File: src/sv/mpb_pkg.sv
package mpb_pkg;

  // Table sizes.
  localparam int MAX_MODES    = 8;
  localparam int MAX_RECORDS  = 256;
  localparam int MAX_SWITCHES = 64;
  localparam int MAX_PATH     = 256;

  localparam int MODE_W     = (MAX_MODES > 1) ? $clog2(MAX_MODES) : 1;
  localparam int REC_IDX_W  = $clog2(MAX_RECORDS);
  localparam int REC_CNT_W  = $clog2(MAX_RECORDS + 1);
  localparam int REC_AW     = MODE_W + REC_IDX_W;
  localparam int SW_IDX_W   = (MAX_SWITCHES > 1) ? $clog2(MAX_SWITCHES) : 1;
  localparam int SW_CNT_W   = $clog2(MAX_SWITCHES + 1);
  localparam int SW_AW      = MODE_W + SW_IDX_W;
  localparam int PATH_IDX_W = $clog2(MAX_PATH);
  localparam int PATH_CNT_W = $clog2(MAX_PATH + 1);
  localparam int MC_W       = 4;

  localparam int QUEUE_DEPTH = 2;
  localparam int QUEUE_AW    = 1;

  // Function codes of the input channel.
  localparam logic [2:0] FN_CLEAR    = 3'd0;
  localparam logic [2:0] FN_LOAD_REC = 3'd1;
  localparam logic [2:0] FN_LOAD_SW  = 3'd2;
  localparam logic [2:0] FN_QUERY    = 3'd3;
  localparam logic [2:0] FN_READ     = 3'd4;

  typedef enum logic [2:0] {
    OP_NOP,
    OP_CLEAR,
    OP_LOAD_REC,
    OP_LOAD_SW,
    OP_QUERY,
    OP_READ
  } op_t;

  typedef enum logic [2:0] {
    ST_OK       = 3'd0,
    ST_FULL     = 3'd1,
    ST_NO_PATH  = 3'd2,
    ST_RANGE    = 3'd3,
    ST_TOO_LONG = 3'd4
  } status_t;

  typedef enum logic [2:0] {
    BK_IDLE,
    BK_READ_WAIT,
    BK_SW_RD,
    BK_SW_CMP,
    BK_REC_RD,
    BK_REC_CMP
  } bk_state_t;

  typedef struct packed {
    op_t         op;
    logic [2:0]  mode;
    logic [63:0] vertex;
    logic [63:0] link;
    logic [7:0]  read_index;
  } cmd_t;

  typedef struct packed {
    logic [63:0] vtx;
    logic [63:0] par;
  } rec_ent_t;

  typedef struct packed {
    logic [63:0] from_vtx;
    logic [63:0] to_vtx;
  } sw_ent_t;

  typedef struct packed {
    logic [2:0]  mode;
    logic [63:0] vertex;
    logic        seg_first;
  } path_ent_t;

  typedef struct packed {
    status_t     status;
    logic [8:0]  path_length;
    logic [2:0]  mode;
    logic [63:0] vertex;
    logic        mode_last;
    logic        path_last;
  } result_t;

  function automatic op_t classify(input logic [2:0] func);
    op_t op;
    case (func)
      FN_CLEAR:    op = OP_CLEAR;
      FN_LOAD_REC: op = OP_LOAD_REC;
      FN_LOAD_SW:  op = OP_LOAD_SW;
      FN_QUERY:    op = OP_QUERY;
      FN_READ:     op = OP_READ;
      default:     op = OP_NOP;
    endcase
    return op;
  endfunction

  function automatic result_t plain_result(input status_t st,
                                           input logic [PATH_CNT_W-1:0] total);
    result_t r;
    r             = '0;
    r.status      = st;
    r.path_length = 9'(total);
    return r;
  endfunction

endpackage

File: src/sv/mpb_front.sv
module mpb_front (
  input  logic                clk,
  input  logic                rst_n,
  input  logic                in_push,
  output logic                in_full,
  input  logic [2:0]          in_func,
  input  logic [2:0]          in_mode,
  input  logic signed [63:0]  in_vertex_id,
  input  logic signed [63:0]  in_link_id,
  input  logic [7:0]          in_read_index,
  output mpb_pkg::cmd_t       cmd,
  output logic                cmd_valid,
  input  logic                cmd_pop
);

  mpb_pkg::cmd_t                q_r [mpb_pkg::QUEUE_DEPTH];
  logic [mpb_pkg::QUEUE_AW-1:0] wr_ptr_r;
  logic [mpb_pkg::QUEUE_AW-1:0] rd_ptr_r;
  logic [mpb_pkg::QUEUE_AW:0]   cnt_r;
  logic                         push_ok;
  logic                         pop_ok;
  mpb_pkg::cmd_t                new_cmd;

  assign in_full   = (cnt_r == (mpb_pkg::QUEUE_AW + 1)'(mpb_pkg::QUEUE_DEPTH));
  assign cmd_valid = (cnt_r != '0);
  assign push_ok   = in_push & ~in_full;
  assign pop_ok    = cmd_pop & cmd_valid;
  assign cmd       = q_r[rd_ptr_r];

  // Decode the function code once so the back end sees a clean operation.
  always_comb begin
    new_cmd            = '0;
    new_cmd.op         = mpb_pkg::classify(in_func);
    new_cmd.mode       = in_mode;
    new_cmd.vertex     = in_vertex_id;
    new_cmd.link       = in_link_id;
    new_cmd.read_index = in_read_index;
  end

  always_ff @(posedge clk) begin
    if (!rst_n) begin
      wr_ptr_r <= '0;
      rd_ptr_r <= '0;
      cnt_r    <= '0;
    end else begin
      if (push_ok) begin
        wr_ptr_r <= (wr_ptr_r == mpb_pkg::QUEUE_AW'(mpb_pkg::QUEUE_DEPTH - 1)) ?
                    '0 : wr_ptr_r + 1'b1;
      end
      if (pop_ok) begin
        rd_ptr_r <= (rd_ptr_r == mpb_pkg::QUEUE_AW'(mpb_pkg::QUEUE_DEPTH - 1)) ?
                    '0 : rd_ptr_r + 1'b1;
      end
      if (push_ok && !pop_ok) begin
        cnt_r <= cnt_r + 1'b1;
      end else if (pop_ok && !push_ok) begin
        cnt_r <= cnt_r - 1'b1;
      end
    end
  end

  always_ff @(posedge clk) begin
    if (push_ok) begin
      q_r[wr_ptr_r] <= new_cmd;
    end
  end

endmodule

File: config.mk
export PLATFORM = sky130hd
export DESIGN_NAME = mpb_front
export DESIGN_NICKNAME = d
export VERILOG_FILES = /design/src/sv/mpb_pkg.sv /design/src/sv/mpb_front.sv
export SDC_FILE = /design/constraint.sdc
export NUM_CORES = 1
export LEC_CHECK = 0
export ABC_AREA = 1
export BUFFER_PORTS_ARGS = -buffer_cell sky130_fd_sc_hd__buf_2
export CAP_MARGIN = 20
export CORE_ASPECT_RATIO = 0.7
export CORE_MARGIN = 1
export CORE_UTILIZATION = 40
export CTS_BUF_LIST = sky130_fd_sc_hd__clkbuf_4 sky130_fd_sc_hd__clkbuf_8 sky130_fd_sc_hd__clkbuf_16
export DETAILED_ROUTE_END_ITERATION = 8
export GPL_TIMING_DRIVEN = 0
export PLACE_DENSITY_LB_ADDON = 0.1
export SKIP_CTS_REPAIR_TIMING = 1
export SLEW_MARGIN = 0
export SYNTH_ARGS = -nofsm -noshare
export SYNTH_HDL_FRONTEND = slang
export SYNTH_SLANG_ARGS = --single-unit
File: constraint.sdc
create_clock -name clk -period 8.9 [get_ports clk]
set_input_delay 2.67 -clock clk [delete_from_list [all_inputs] [get_ports clk]]
set_output_delay 2.67 -clock clk [all_outputs]
set_load 0.03 [all_outputs]
==> results.md <==
- Layout cell share with drive strength beyond 1: 0.6098
- Max Transition Viols Final: 0
- Post-synthesis compound-gate area fraction: 0.003463
- Setup-failing EPs final: 0
- CP Cell Sequence: buf_6, buf_6, buf_6, mux2_4, buf_2
- CP max stage delay: 320 ps
- Die Y: 139.7 um
- Routed wire length: 21.69 mm
- Final #Nets: 963
- Int Pwr: 0.002942 W
- Worst path required time: 6230 ps
- GPL Wtd Cong: 0.7760
- Initial antenna violation count: 6
- Status: complete, no violations
- Post-synthesis adder-cell area fraction: 0.001154
- Fin util: 0.5244
- Switching Power: 0.001312 W
- Final worst setup slack: 4300 ps
- Critical path's most frequent cell: buf_6
- Via count: 5,532
- CP Capture Type: output port
- Drt initial violations: 160
- Vias in the first global route: 5,810
- Fillers: 2,171
- CTS sink count: 289
- Crit Path Max Fanout: 10
- Max clock buf depth: 3
- Sw Ratio: 0.3085
- Final period util: 0.5168
- DIE WIDTH: 198.8 um
- Clock Skew: 22.23 ps
- Flops & latches, synth: 289
- Setup TNS: 0 ps
- Min Hold Slack: 514.4 ps
- Pre-CTS setup slack: 4347 ps
- Most frequent cells in the layout: buf_2, edfxtp_1, mux2_4, mux2_2, clkbuf_16
- TritonCTS buffer count: 30
- Mux cell area share after synthesis: 0.1752
- Pwr/cell area: 304.4 nW/um^2
- Placed cell count: 1,148
- Setup Crit Path Kind: reg -> out
- Simple-gate share of the synthesized area: 0.008310
- Ys Warns: 0
- Wire length per cell: 18.00 um
- H-tree Lvls: 1
- Clock Root Buffer: clkbuf_16
- Die ar.: 27,770 sq um
- Post-DP HPWL: 15.49 mm
- IO Port Bufs: 289
- CP bufs+invs: 4
- Maximum VDD drop: 0.1861 mV
- Post-synthesis cell count: 485
- Fin crit period: 4600 ps
- Register area share after synthesis: 0.7959
- Arrival time at the worst endpoint: 1930 ps
- Min-Delay Path Class: reg -> reg
- Crit path launch type: flip-flop
- Post-Synth XOR/XNOR Area: 0
- Initial Utilization: 0.4068
- Post-DR vias/cell: 4.591
- First-pass GRT wire length: 32.35 mm
- Drt pass-1 iters: 6
- Unrepaired setup endpoints after global routing: no
- Row count: 50
- Distinct cells, synth: 16
- Combinational power share: 0.295
- Post-Synthesis Cell Area: 10,840 sq um
- Mapped Nets: 632
- Largest net degree at the start of global routing: 34
- CP delay by family, top: buffers and inverters
- Clock Power Share: 0.291
- Achievable Freq: 0.2174 GHz
- Leakage power total: 5.425 nW
- Finished Layout Cells: 1,205
- Area Growth Syn to Fin: 28.92%
- Commonest non-fill, non-tap cell in the layout: buf_2
- DRC: 0
- Gr ovfl total: 0
- Clk_lat worst skew: 550 ps
- Largest family of logic cells by synthesized area: multiplexers
- CTS tree: built
- Clk pin slew, worst setup/hold paths: 60 ps
- Slowest library cell on the worst path: dfxtp_1
- Area of the core: 26,650 sq um
- I/O pins: 290
- Relative slew slack: 0.4777
- MaxCap Viol Count: 0
- Total Routing Usage GR: 0.1536
- Worst Max-Slew Pin Slew: 775.2 ps
- Mean Syn Cell Area: 22.35 sq um
- Final Hold Viols: 0
- Routed Antenna Nets: 0
- Power share of the sequential group: 0.414
registers in the layout, summed over array words and instances (netlist names), named ones only:
signal and cells:
q_r 284, cnt_r 2, rd_ptr_r 1, wr_ptr_r 1
power by group through the flow:
stage                     clock (W)  combinational (W)  sequential, W
final                       0.00124            0.00125        0.00176
after global routing        0.00132            0.00133        0.00178
after CTS                   0.00127            0.00127        0.00176
after detailed placement          0            0.00127        0.00179
after global placement            0            0.00120        0.00186
after floorplan                   0           0.000892        0.00183
cell type report:
cell class | count | area [sq um] | share of cell area
plain buffers | 16 | 142.6 | 0.01021
flip-flops and latches | 289 | 8628 | 0.6174
clock inverters | 10 | 103.9 | 0.007431
multi-input cells | 172 | 2054 | 0.1470
clock buffers | 44 | 892.1 | 0.06383
repair buffers | 299 | 1662 | 0.1189
well taps | 364 | 455.4 | 0.03259
diodes | 3 | 7.507 | 0.0005372
inverters | 8 | 30.03 | 0.002149
worst paths after layout:
path	from	slack (ps)	depth (start not counted)	to
worst max-delay path	flip-flop	4300	5	cmd[79]
worst min-delay path	rd_ptr_r	510	2	flip-flop
worst max register to register	cnt_r[0]	6690	4	q_r[0][104]
worst min register to register	rd_ptr_r	510	2	flip-flop
synthesized netlist by cell type, drive strengths merged:
| cell | n | area [sq um] |
|---|---|---|
| mux2 | 142 | 1899 |
| inv | 8 | 30.03 |
| o21a | 1 | 7.510 |
| nor2 | 10 | 37.54 |
| nor3b | 1 | 7.510 |
| nand3 | 1 | 5.000 |
| ha | 1 | 12.51 |
| edfxtp | 284 | 8528 |
| o21ai | 4 | 20.02 |
| nand4 | 1 | 6.260 |
| buf | 16 | 142.6 |
| a21oi | 2 | 10.01 |
| nand2 | 9 | 33.78 |
| dfxtp | 5 | 100.1 |
worst register-to-register path, delay by kind of cell, from the launching register on:
kind            cells  cell delay [ps]
compound gates      1              310
buf+inv             2              550
flops               1              400
simple gates        1              620
routing by layer:
metal / track usage / up-vias / part of all wire
met2: 0.2543 / 198 / 0.48
met4: 0.04130 / 8 / 0.023
met5: 0 / - / 0.0021
li1: - / 2578 / -
met3: 0.06229 / 42 / 0.087
met1: 0.1852 / 2706 / 0.41
metrics by stage:
stage	area (sq um)	total power (W)
after global placement	12740	0.003061
after floorplan	10840	0.002719
after detailed placement	12970	0.003062
final	13980	0.004254
after global routing	13970	0.004425
after CTS	13970	0.004304
kinds of logic (layout without fill, tap and decap cells):
kind of cell / Yosys count / count (layout)
AO/OA/AOI/OAI: 7 / 7
adder cells (fa/ha/maj): 1 / 1
buffers and inverters: 24 / 377
flip-flops: 289 / 289
multiplexers: 142 / 142
other: 0 / 3
AND/OR/NAND/NOR: 22 / 22
No activity file was read; power rests on OpenSTA's default activity.
